[src/hw/rtl/ps2hcs_pkg.sv]
// Types and constants shared by the PS/2 host command sequencer.
`timescale 1ns / 1ps
`default_nettype none
package ps2hcs_pkg;

   localparam logic [7:0]  RSP_ACK       = 8'hFA;
   localparam logic [15:0] TIMEOUT_RESET = 16'd1000;

   typedef enum logic [1:0] {
      OP_ENQUEUE = 2'd0,
      OP_POLL    = 2'd1,
      OP_RX      = 2'd2,
      OP_TICK    = 2'd3
   } op_type;

   typedef enum logic [1:0] {
      PH_NOT_SENT = 2'd0,
      PH_SENDING  = 2'd1,
      PH_WAIT_ACK = 2'd2,
      PH_WAIT_RSP = 2'd3
   } phase_type;

   typedef struct packed {
      logic       port;
      logic [7:0] byte0;
      logic [7:0] byte1;
      logic [1:0] len;
      logic [7:0] remain;
      logic       idx;
      phase_type  phase;
   } entry_type;

   localparam int ENTRY_W = $bits(entry_type);

   typedef struct packed {
      logic [1:0] op;
      logic       port_sel;
      logic [7:0] cmd_byte;
      logic [7:0] arg_byte;
      logic [1:0] byte_count;
      logic [7:0] response_count;
      logic [7:0] rx_byte;
   } req_type;

   typedef struct packed {
      logic       accepted;
      logic       tx_valid;
      logic       tx_port;
      logic [7:0] tx_data;
      logic       timed_out;
      logic       timeout_port;
      logic [7:0] timeout_cmd;
      logic [7:0] timeout_arg;
      logic [1:0] timeout_len;
      logic       consumed;
      logic [2:0] queue_count;
   } rsp_type;

endpackage
`default_nettype wire

[src/hw/rtl/ps2hcs_ram.sv]
// Generic single-port-write, single-port-read RAM with a registered read.
`timescale 1ns / 1ps
`default_nettype none
module ps2hcs_ram #(
   parameter int WIDTH = 30,
   parameter int DEPTH = 8
) (
   input  wire logic                     clock,
   input  wire logic                     wr_en,
   input  wire logic [$clog2(DEPTH)-1:0] wr_addr,
   input  wire logic [WIDTH-1:0]         wr_data,
   input  wire logic                     rd_en,
   input  wire logic [$clog2(DEPTH)-1:0] rd_addr,
   output logic      [WIDTH-1:0]         rd_data
);

   logic [WIDTH-1:0] mem_ff [DEPTH];

   always_ff @(posedge clock) begin
      if (wr_en) begin
         mem_ff[wr_addr] <= wr_data;
      end
      if (rd_en) begin
         rd_data <= mem_ff[rd_addr];
      end
   end

endmodule
`default_nettype wire

[src/hw/rtl/ps2_host_command_sequencer.sv]
// PS/2 host command sequencer: command queue with acknowledge, resend and timeout.
// The request is registered and the head entry read from the command RAM on
// acceptance; the entry is modified and written back in the execute state, which
// waits while an earlier response is not taken; a new request waits for it to end.
// A pending response sits in an output register while the next request is read.
// Reset clears pointers, count and the ms counter and sets timeout_ms to 1000;
// the command RAM is not cleared.
`timescale 1ns / 1ps
`default_nettype none
module ps2_host_command_sequencer #(
   parameter int QUEUE_DEPTH = 8
) (
   input  wire logic                 clock,
   input  wire logic                 reset,
   input  wire logic                 req_valid,
   output logic                      req_ready,
   input  wire ps2hcs_pkg::req_type  req_data,
   output logic                      rsp_valid,
   input  wire logic                 rsp_ready,
   output ps2hcs_pkg::rsp_type       rsp_data,
   input  wire logic                 csr_psel,
   input  wire logic                 csr_penable,
   input  wire logic                 csr_pwrite,
   input  wire logic [2:0]           csr_paddr,
   input  wire logic [31:0]          csr_pwdata,
   output logic      [31:0]          csr_prdata,
   output logic                      csr_pready
);
   import ps2hcs_pkg::*;

   localparam int PTR_W = $clog2(QUEUE_DEPTH);
   localparam logic [PTR_W-1:0] LAST_PTR  = PTR_W'(QUEUE_DEPTH - 1);
   localparam logic [PTR_W-1:0] FULL_CNT  = PTR_W'(QUEUE_DEPTH - 1);

   typedef enum logic {
      ST_IDLE,
      ST_EXEC
   } state_type;

   state_type        state_ff, state_in;
   logic [PTR_W-1:0] head_ff, head_in;
   logic [PTR_W-1:0] tail_ff, tail_in;
   logic [PTR_W-1:0] count_ff, count_in;
   logic [15:0]      since_ff, since_in;
   logic [15:0]      timeout_ff;
   req_type          req_ff;
   rsp_type          rsp_ff, rsp_in;
   logic             rsp_valid_ff, rsp_valid_in;

   logic             ram_wr_en;
   logic [PTR_W-1:0] ram_wr_addr;
   entry_type        ram_wr_data;
   logic [ENTRY_W-1:0] ram_rd_data;
   entry_type        ent;
   logic             req_fire;
   logic             do_exec;
   logic             cfg_write;
   logic [15:0]      since_sat;

   function automatic logic [PTR_W-1:0] ptr_next(input logic [PTR_W-1:0] p);
      return (p == LAST_PTR) ? '0 : p + PTR_W'(1);
   endfunction

   assign req_ready  = (state_ff == ST_IDLE);
   assign req_fire   = req_valid && req_ready;
   assign do_exec    = (state_ff == ST_EXEC) && (!rsp_valid_ff || rsp_ready);
   assign rsp_valid  = rsp_valid_ff;
   assign rsp_data   = rsp_ff;
   assign ent        = entry_type'(ram_rd_data);
   assign since_sat  = (since_ff == 16'hFFFF) ? since_ff : since_ff + 16'd1;

   assign cfg_write   = csr_psel && csr_penable && csr_pwrite && csr_pready;
   assign csr_pready  = 1'b1;
   assign csr_prdata  = (csr_paddr[2] == 1'b0) ? {16'h0000, timeout_ff} : 32'h0000_0000;

   ps2hcs_ram #(
      .WIDTH(ENTRY_W),
      .DEPTH(QUEUE_DEPTH)
   ) u_cmd_ram (
      .clock  (clock),
      .wr_en  (ram_wr_en),
      .wr_addr(ram_wr_addr),
      .wr_data(ram_wr_data),
      .rd_en  (req_fire),
      .rd_addr(head_ff),
      .rd_data(ram_rd_data)
   );

   always_comb begin
      logic       drop;
      logic       check_to;
      logic [15:0] since_chk;
      drop         = 1'b0;
      check_to     = 1'b0;
      since_chk    = since_ff;
      state_in     = state_ff;
      head_in      = head_ff;
      tail_in      = tail_ff;
      count_in     = count_ff;
      since_in     = since_ff;
      rsp_in       = rsp_ff;
      rsp_valid_in = rsp_valid_ff && !rsp_ready;
      ram_wr_en    = 1'b0;
      ram_wr_addr  = head_ff;
      ram_wr_data  = ent;

      if (req_fire) begin
         state_in = ST_EXEC;
      end

      if (do_exec) begin
         state_in     = ST_IDLE;
         rsp_valid_in = 1'b1;
         rsp_in       = '0;
         case (op_type'(req_ff.op))
            OP_ENQUEUE: begin
               if (count_ff != FULL_CNT) begin
                  ram_wr_en         = 1'b1;
                  ram_wr_addr       = tail_ff;
                  ram_wr_data.port  = req_ff.port_sel;
                  ram_wr_data.len   = req_ff.byte_count[1] ? 2'd2 : 2'd1;
                  ram_wr_data.byte0 = req_ff.cmd_byte;
                  ram_wr_data.byte1 = req_ff.byte_count[1] ? req_ff.arg_byte : 8'h00;
                  ram_wr_data.remain = req_ff.response_count;
                  ram_wr_data.idx   = 1'b0;
                  ram_wr_data.phase = PH_NOT_SENT;
                  tail_in           = ptr_next(tail_ff);
                  count_in          = count_ff + PTR_W'(1);
                  rsp_in.accepted   = 1'b1;
               end
            end
            OP_POLL: begin
               if (count_ff != '0) begin
                  if (ent.phase[1]) begin
                     check_to = 1'b1;
                  end else begin
                     ram_wr_en         = 1'b1;
                     ram_wr_data.phase = PH_WAIT_ACK;
                     since_in          = 16'd0;
                     rsp_in.tx_valid   = 1'b1;
                     rsp_in.tx_port    = ent.port;
                     rsp_in.tx_data    = ent.idx ? ent.byte1 : ent.byte0;
                  end
               end
            end
            OP_RX: begin
               if (count_ff != '0 && ent.port == req_ff.port_sel) begin
                  if (ent.phase == PH_WAIT_RSP) begin
                     if (ent.remain <= 8'd1) begin
                        drop = 1'b1;
                     end else begin
                        ram_wr_en          = 1'b1;
                        ram_wr_data.remain = ent.remain - 8'd1;
                     end
                  end else if (ent.phase == PH_WAIT_ACK) begin
                     rsp_in.consumed = 1'b1;
                     if (req_ff.rx_byte == RSP_ACK) begin
                        if (!ent.idx && ent.len == 2'd2) begin
                           ram_wr_en         = 1'b1;
                           ram_wr_data.idx   = 1'b1;
                           ram_wr_data.phase = PH_SENDING;
                        end else if (ent.remain != 8'd0) begin
                           ram_wr_en         = 1'b1;
                           ram_wr_data.phase = PH_WAIT_RSP;
                        end else begin
                           drop = 1'b1;
                        end
                     end else begin
                        ram_wr_en         = 1'b1;
                        ram_wr_data.phase = PH_SENDING;
                     end
                  end
               end
            end
            OP_TICK: begin
               since_in  = since_sat;
               since_chk = since_sat;
               check_to  = 1'b1;
            end
            default: begin
            end
         endcase

         if (check_to && count_ff != '0 && ent.phase[1] && since_chk >= timeout_ff) begin
            rsp_in.timed_out    = 1'b1;
            rsp_in.timeout_port = ent.port;
            rsp_in.timeout_cmd  = ent.byte0;
            rsp_in.timeout_arg  = ent.byte1;
            rsp_in.timeout_len  = ent.len;
            drop                = 1'b1;
         end

         if (drop) begin
            head_in  = ptr_next(head_ff);
            count_in = count_ff - PTR_W'(1);
         end
         rsp_in.queue_count = 3'(count_in);
      end
   end

   always_ff @(posedge clock) begin
      if (reset) begin
         state_ff     <= ST_IDLE;
         head_ff      <= '0;
         tail_ff      <= '0;
         count_ff     <= '0;
         since_ff     <= 16'd0;
         timeout_ff   <= TIMEOUT_RESET;
         rsp_valid_ff <= 1'b0;
      end else begin
         state_ff     <= state_in;
         head_ff      <= head_in;
         tail_ff      <= tail_in;
         count_ff     <= count_in;
         since_ff     <= since_in;
         rsp_valid_ff <= rsp_valid_in;
         if (cfg_write && csr_paddr[2] == 1'b0) begin
            timeout_ff <= csr_pwdata[15:0];
         end
      end
      if (req_fire) begin
         req_ff <= req_data;
      end
      if (do_exec) begin
         rsp_ff <= rsp_in;
      end
   end

   a_count_bound: assert property (@(posedge clock) disable iff (reset)
      count_ff <= FULL_CNT)
      else $error("queue count exceeds capacity");

   a_rsp_from_exec: assert property (@(posedge clock) disable iff (reset)
      $rose(rsp_valid_ff) |-> $past(state_ff == ST_EXEC))
      else $error("response raised without an execute cycle");

   a_count_change: assert property (@(posedge clock) disable iff (reset)
      (count_ff != $past(count_ff)) |-> $past(do_exec))
      else $error("queue count changed outside an execute cycle");

   a_write_in_exec: assert property (@(posedge clock) disable iff (reset)
      ram_wr_en |-> do_exec)
      else $error("command RAM written outside an execute cycle");

endmodule
`default_nettype wire

[config.mk]
export PLATFORM = sky130hd
export DESIGN_NAME = ps2_host_command_sequencer
export DESIGN_NICKNAME = d
export VERILOG_FILES = /design/src/hw/rtl/ps2hcs_pkg.sv /design/src/hw/rtl/ps2hcs_ram.sv /design/src/hw/rtl/ps2_host_command_sequencer.sv
export SDC_FILE = /design/constraint.sdc
export NUM_CORES = 1
export LEC_CHECK = 0
export ABC_CLOCK_PERIOD_IN_PS = 5350
export BUFFER_PORTS_ARGS = -buffer_cell sky130_fd_sc_hd__buf_2
export CAP_MARGIN = 25
export CORE_ASPECT_RATIO = 0.8
export CORE_MARGIN = 2
export CORE_UTILIZATION = 54
export CTS_CLUSTER_SIZE = 30
export DETAILED_ROUTE_END_ITERATION = 10
export GPL_TIMING_DRIVEN = 0
export PLACE_DENSITY = 0.8
export SLEW_MARGIN = 20
export SYNTH_ARGS = -nofsm -noshare
export SYNTH_HDL_FRONTEND = slang
export SYNTH_SLANG_ARGS = --single-unit
[constraint.sdc]
create_clock -name clock -period 5.35 [get_ports clock]
set_input_delay 0.535 -clock clock [delete_from_list [all_inputs] [get_ports clock]]
set_output_delay 0.535 -clock clock [all_outputs]
set_load 0.05 [all_outputs]
# ---- Word-level counts from Yosys, hierarchy flattened
# Memory sizes are Yosys's and may differ from the RTL's. A register that Yosys moved wholly into a read port is not among the register bits.
# Cells that the tools add are included.
dict set report totals {
  ff_bits 115
  ramBits 240
  in_bits 79
  output_inout_bits 70
  elab_cells 147
  memories 1
}
dict set report classes {
  n_addsub 6
  n_lt_le_gt_ge 2
  n_eq_ne 14
  n_mux 67
  bitwise 6
  reduce_logical 26
}
# memory depth width read_ports rd_clocked_by_memory_dff write_ports line_no
set memory_table {}
lappend memory_table {u_cmd_ram.mem_ff 8 30 1 1 1 ps2hcs_ram.sv:17} ;# logic [WIDTH-1:0] mem_ff [DEPTH];
# op n
set ops {}
lappend ops {{$mux W16} 6}
lappend ops {{$mux W30} 2}
lappend ops {{$mux W8} 4}
lappend ops {{$pmux W16 S2} 1}
lappend ops {{$mux W1} 31}
lappend ops {{$mux W3} 10}
lappend ops {{$mux W20} 1}
lappend ops {{$mux W19} 1}
lappend ops {{$pmux W9 S2} 1}
lappend ops {{$add A16 B1 Y16 const B} 1}
lappend ops {{$eq A16 B16 Y1 const B} 1}
lappend ops {{$ge A16 B16 Y1} 1}
lappend ops {{$logic_and A1 B1 Y1} 11}
lappend ops {{$mux W11} 1}
lappend ops {{$eq A2 B2 Y1 const B} 5}
lappend ops {{$mux W10} 1}
lappend ops {{$mux W2} 5}
lappend ops {{$add A3 B1 Y3 const B} 3}
lappend ops {{$eq A8 B8 Y1 const B} 1}
lappend ops {{$le A8 B1 Y1 const B} 1}
lappend ops {{$reduce_bool A8 Y1} 1}
lappend ops {{$sub A8 B1 Y8 const B} 1}
lappend ops {{$eq A3 B3 Y1 const B} 2}
lappend ops {{$not A1 Y1} 6}
lappend ops {{other kinds (18)} 23}

# ---- Depth between registers and ports, before layout
dict set report logic_depth {
  word_depth 11
  ltp_mapped 15
  depth_no_buf 14
}

# ---- Hierarchy
# From an unflattened synthesis, not the netlist that was laid out.
dict set report unflattened {
  cells_unflattened 1085
  area_unflattened_um2 16552.1
}
# mod n_inst cells_each area_each_um2 seq_area_each_um2
set by_module_without_submodules {}
lappend by_module_without_submodules {ps2hcs_ram 1 390 10197.3 8107.8}
lappend by_module_without_submodules {ps2_host_command_sequencer 1 695 6354.8 2992.9}

# ---- Least setup slack after synthesis
# Ideal clock, no wire load.
dict set report synth_timing {
  kind {input -> register}
  startpoint {input req_valid}
  endpoint {register req_ff[0] in the netlist's numbering, enable pin}
  setup_ns 0.498
  arrival_ns 3.435
  required_ns 4.852
  path_slack_ns 1.417
  path_stages 1
  path_buffers 0
  cell_sequence {nor2b_1}
}
dict set report synth_between {
  elab_chain_len 1
}
# item line_no
set synth_rtl {}
lappend synth_rtl {{start: declaration} ps2_host_command_sequencer.sv:15} ;# input wire logic req_valid,
lappend synth_rtl {{$logic_and A1 B1 Y1} ps2_host_command_sequencer.sv:65} ;# assign req_fire = req_valid && req_ready;
lappend synth_rtl {{end signal: assignment} ps2_host_command_sequencer.sv:222} ;# req_ff <= req_data;
lappend synth_rtl {{end: declaration} ps2_host_command_sequencer.sv:46} ;# req_type req_ff;
# No other way between the ends.
# A chain may end at the register's enable or synchronous reset.

# ---- Final worst setup path
dict set report layout_timing {
  startpoint {register since_ff[0]}
  endpoint {register rsp_ff (netlist bit rsp_data[5]) (data pin)}
}
dict set report layout_between {
  elab_chain_len 6
  word_cells_on_any_way 7
  cone_classes {add/sub: 1; order compare: 1; eq/ne: 1; mux: 3; reduce/logical: 1}
}
# item line_no
set layout_rtl {}
lappend layout_rtl {{start: declaration} ps2_host_command_sequencer.sv:44} ;# logic [15:0] since_ff, since_in;
lappend layout_rtl {{start signal: assignment} ps2_host_command_sequencer.sv:215} ;# since_ff <= since_in;
lappend layout_rtl {{$add A16 B1 Y16 / $eq A16 B16 Y1 (equally long branches)} ps2_host_command_sequencer.sv:70} ;# assign since_sat = (since_ff == 16'hFFFF) ? since_ff : since_ff + 16'd1;
lappend layout_rtl {{$mux W16} ps2_host_command_sequencer.sv:70}
lappend layout_rtl {{$mux W16 (*)} ps2_host_command_sequencer.sv:115} ;# case (op_type'(req_ff.op))
lappend layout_rtl {{$mux W16 (*)} ps2_host_command_sequencer.sv:111} ;# if (do_exec) begin
lappend layout_rtl {{$ge A16 B16 Y1 (*)} ps2_host_command_sequencer.sv:184} ;# if (check_to && count_ff != '0 && ent.phase[1] && since_chk >= timeout_ff) begin
lappend layout_rtl {{$logic_and A1 B1 Y1 (*)} ps2_host_command_sequencer.sv:184}
lappend layout_rtl {{end signal: assignment} ps2_host_command_sequencer.sv:225} ;# rsp_ff <= rsp_in;
lappend layout_rtl {{end: declaration} ps2_host_command_sequencer.sv:47} ;# rsp_type rsp_ff, rsp_in;
# Mark *: on every way between the ends. The rest lies on a longest branch, timed or not. The select of a mux whose other input is x is not followed.

==> impl_metrics.py <==
metrics = {
    "worst_setup_path": {
        "startpoint_type": "flip-flop",
        "required_ns": 5.74,
        "crit_type": "flip-flop to flip-flop",
        "crit_fanout": 10,
        "rr_worst_depth": 13,
        "cp.arrival_ns": 4.65,
        "endpoint_kind": "flip-flop",
    },
    "yosys": {
        "ys_types": 74,
        "syn_inst": 1148,
        "synthArstFlopShare_pct": 0,
        "ys.flop_type": "edfxtp_1",
        "synth_edf_count": 341,
        "ys_warn_count": 0,
        "yosysSeqAreaShare_pct": 67.8,
        "avgSynthCellArea_um2": 14.3,
        "ys_seq_elements": 384,
        "syn_area_um2": 16400,
    },
    "clocking": {
        "postCtsSetupRepairBufs": 0,
        "ctsHoldBuffers": 0,
        "clkTransAtPathRegs_ns": 0.06,
        "cts_made_buffers": 39,
        "cts_resized": 0,
        "clk_latency_ns": 0.54,
        "tritoncts": "done",
        "cts.sinks": 384,
        "clock_path_buffers": 3,
        "root_buffer": "clkbuf_16",
        "cts_max_level": 2,
    },
    "power_and_ir_drop": {
        "peakVddDrop_v": 0.000185,
        "power.leakage_nw": 6.81,
        "cellPowerDensity_nw_per_um2": 335,
    },
    "final_layout": {
        "area_delta_synth_final_pct": 16.8,
        "n_fill_cell": 2138,
        "drive_gt1_share_pct": 23.0,
        "nNetsFinal": 1433,
        "fin_cells": 1773,
        "stdcell_area_um2": 19100,
    },
    "sta": {
        "clock_skew_ns": 0.0187,
        "min_period_ns": 4.26,
        "fin_setup_tns_ns": 0,
        "fin_crit_sh_pct": 79.7,
        "rsz0062_at_grt": "false",
        "final.setup.worst_slack_ns": 1.09,
        "finalHoldViolCount": 0,
        "relSlewSlack_pct": 30.4,
        "fmax_mhz": 235,
        "setup_viol": 0,
        "drv_slew": 0,
        "worst_pin_slew_ns": 1.03,
    },
    "routing": {
        "wl_per_cell_um": 21.8,
        "drc": 0,
        "via_per_inst": 5.94,
        "vias": 10500,
        "drt_pass1_iterations": 7,
        "ant_nets": 0,
        "routed_wirelength_um": 38700,
        "drt_iter0_drc": 1201,
    },
    "floorplan": {
        "initial_core_util_pct": 54.4,
        "fp.coreArea_um2": 30100,
        "io-pin-count": 149,
        "num_rows": 57,
        "die_x_um": 199,
        "die_h_um": 160,
        "dieArea_um2": 31700,
    },
    "job": {
        "maxCapViolations": 0,
    },
    "global_route": {
        "grt-ovfl-total": 0,
        "grt_start_max_net_pins": 45,
        "antenna_found_initial": 1,
        "grt_pass1_vias": 10300,
        "grt_pass1_wl_um": 58500,
        "track_usage_pct": 24.6,
    },
    "min_path": {
        "hp-class": "input pin to flip-flop",
        "hold_path_depth": 1,
    },
    "placement": {
        "portBuffers": 111,
        "dp_hpwl_um": 25300,
        "place.gp.congestion": 0.861,
        "placed_cells": 1699,
        "place_area_um2": 17900,
        "post-place-ws_ns": 1.19,
    },
    "outcome": {
        "outcome": "complete, no violations",
    },
}
-- state kept, by name, indices dropped and copies added (netlist names) --
| name | cells |
|---|---|
| count_ff | 3 |
| head_ff | 3 |
| req_ff | 36 |
| rsp_data | 35 |
| rsp_valid | 1 |
| since_ff | 16 |
| state_ff | 1 |
| tail_ff | 3 |
| timeout_ff | 16 |
| u_cmd_ram.mem_ff | 240 |
| u_cmd_ram.rd_data | 30 |
-- kinds of logic after synthesis --
| logic type | synth area share (%) |
|---|---|
| buffers and inverters | 3.07 |
| other | 0.0459 |
| XOR/XNOR | 0.695 |
| AND/OR/NAND/NOR | 11.5 |
| multiplexers | 9.12 |
| flip-flops | 67.8 |
| AO/OA/AOI/OAI | 5.80 |
| adder cells (fa/ha/maj) | 1.99 |
-- final timing paths --
check                                                    to                         from  slack [ns]
worst max-delay path              rsp_data[5]$_SDFFCE_PN0P_     since_ff[0]$_SDFFE_PP0P_        1.09
worst min-delay path                   req_ff[35]$_DFFE_PP_                 req_data[35]        0.17
worst max register to register    rsp_data[5]$_SDFFCE_PN0P_     since_ff[0]$_SDFFE_PP0P_        1.09
worst min register to register  timeout_ff[14]$_SDFFE_PP0P_  timeout_ff[14]$_SDFFE_PP0P_        0.46
-- power breakdown --
part | switching (W) | internal (W)
clock | 0.00114 | 0.00153
combinational | 0.000276 | 0.0000980
sequential | 0.0000311 | 0.00334
total | 0.00144 | 0.00497
-- synth_stat cells (9+ instances only) --
cell      count  share of area, %
edfxtp_1    341                63
nand2_1     204               4.7
nor2_1       70               1.6
mux4_2       60               8.3
a21oi_1      46               1.4
dfxtp_1      43               5.3
o21ai_0      31              0.95
inv_1        30              0.69
nand3_1      27              0.83
ha_1         26               2.0
clkbuf_1     25              0.57
buf_4        24               1.1
and2_1       22              0.84
nor3_1       15              0.46
mux2i_1      12              0.73
and3_1       11              0.42
buf_2        11              0.34
xnor2_1      11              0.59
buf_1         9              0.21
nand4_1       9              0.34
or3_1         9              0.34
-- cell usage in the layout, fill, tap and decap left out, types with 12 or more instances in the layout --
| cell | n |
|---|---|
| a21oi_1 | 45 |
| and2_1 | 22 |
| buf_2 | 123 |
| buf_4 | 24 |
| clkbuf_1 | 29 |
| clkbuf_16 | 40 |
| clkinv_2 | 14 |
| conb_1 | 17 |
| dfxtp_1 | 43 |
| edfxtp_1 | 341 |
| ha_1 | 26 |
| inv_1 | 30 |
| mux2i_1 | 12 |
| mux4_2 | 60 |
| nand2_1 | 204 |
| nand3_1 | 27 |
| nor2_1 | 67 |
| nor3_1 | 15 |
| o21ai_0 | 31 |
-- routing by layer --
metal,part of all wire (%),GRT usage (%)
met5,0.031,0
met2,47,39.1
met4,2.9,9.06
met1,40,34.4
met3,10,4.39
-- metrics by stage --
stage               hold slack, ns  util (%)  total power (W)
finish                       0.171      63.6          0.00641
CTS                          0.163      63.5          0.00643
floorplan                    0.436         -          0.00367
detailed placement           0.449      59.3          0.00380
global route                 0.166      63.6          0.00659
global placement             0.443      58.2          0.00378
-- area by class of cell --
class / instances / area, um2 / area share (%)
multi-input cells: 677 / 4910 / 25.7
flip-flops and latches: 384 / 11100 / 58.0
inverters: 30 / 113 / 0.589
well taps: 413 / 517 / 2.70
clock inverters: 27 / 228 / 1.19
diodes: 1 / 2.50 / 0.0131
plain buffers: 72 / 390 / 2.04
clock buffers: 45 / 1030 / 5.38
repair buffers: 124 / 838 / 4.38
-- critical path, stage by stage (launching register included) --
cell and delay (ns):
dfxtp_1 0.42, ha_1 0.28, nand3_1 0.16, nor4_2 0.53
and3_1 0.29, nand2_1 0.08, mux2_1 0.34, ha_1 0.29
nand4_2 0.13, or3_4 0.43, a311o_1 0.38, a31oi_4 0.39
buf_6 0.23, and2_1 0.16
Power figures use the tool's default switching activity.
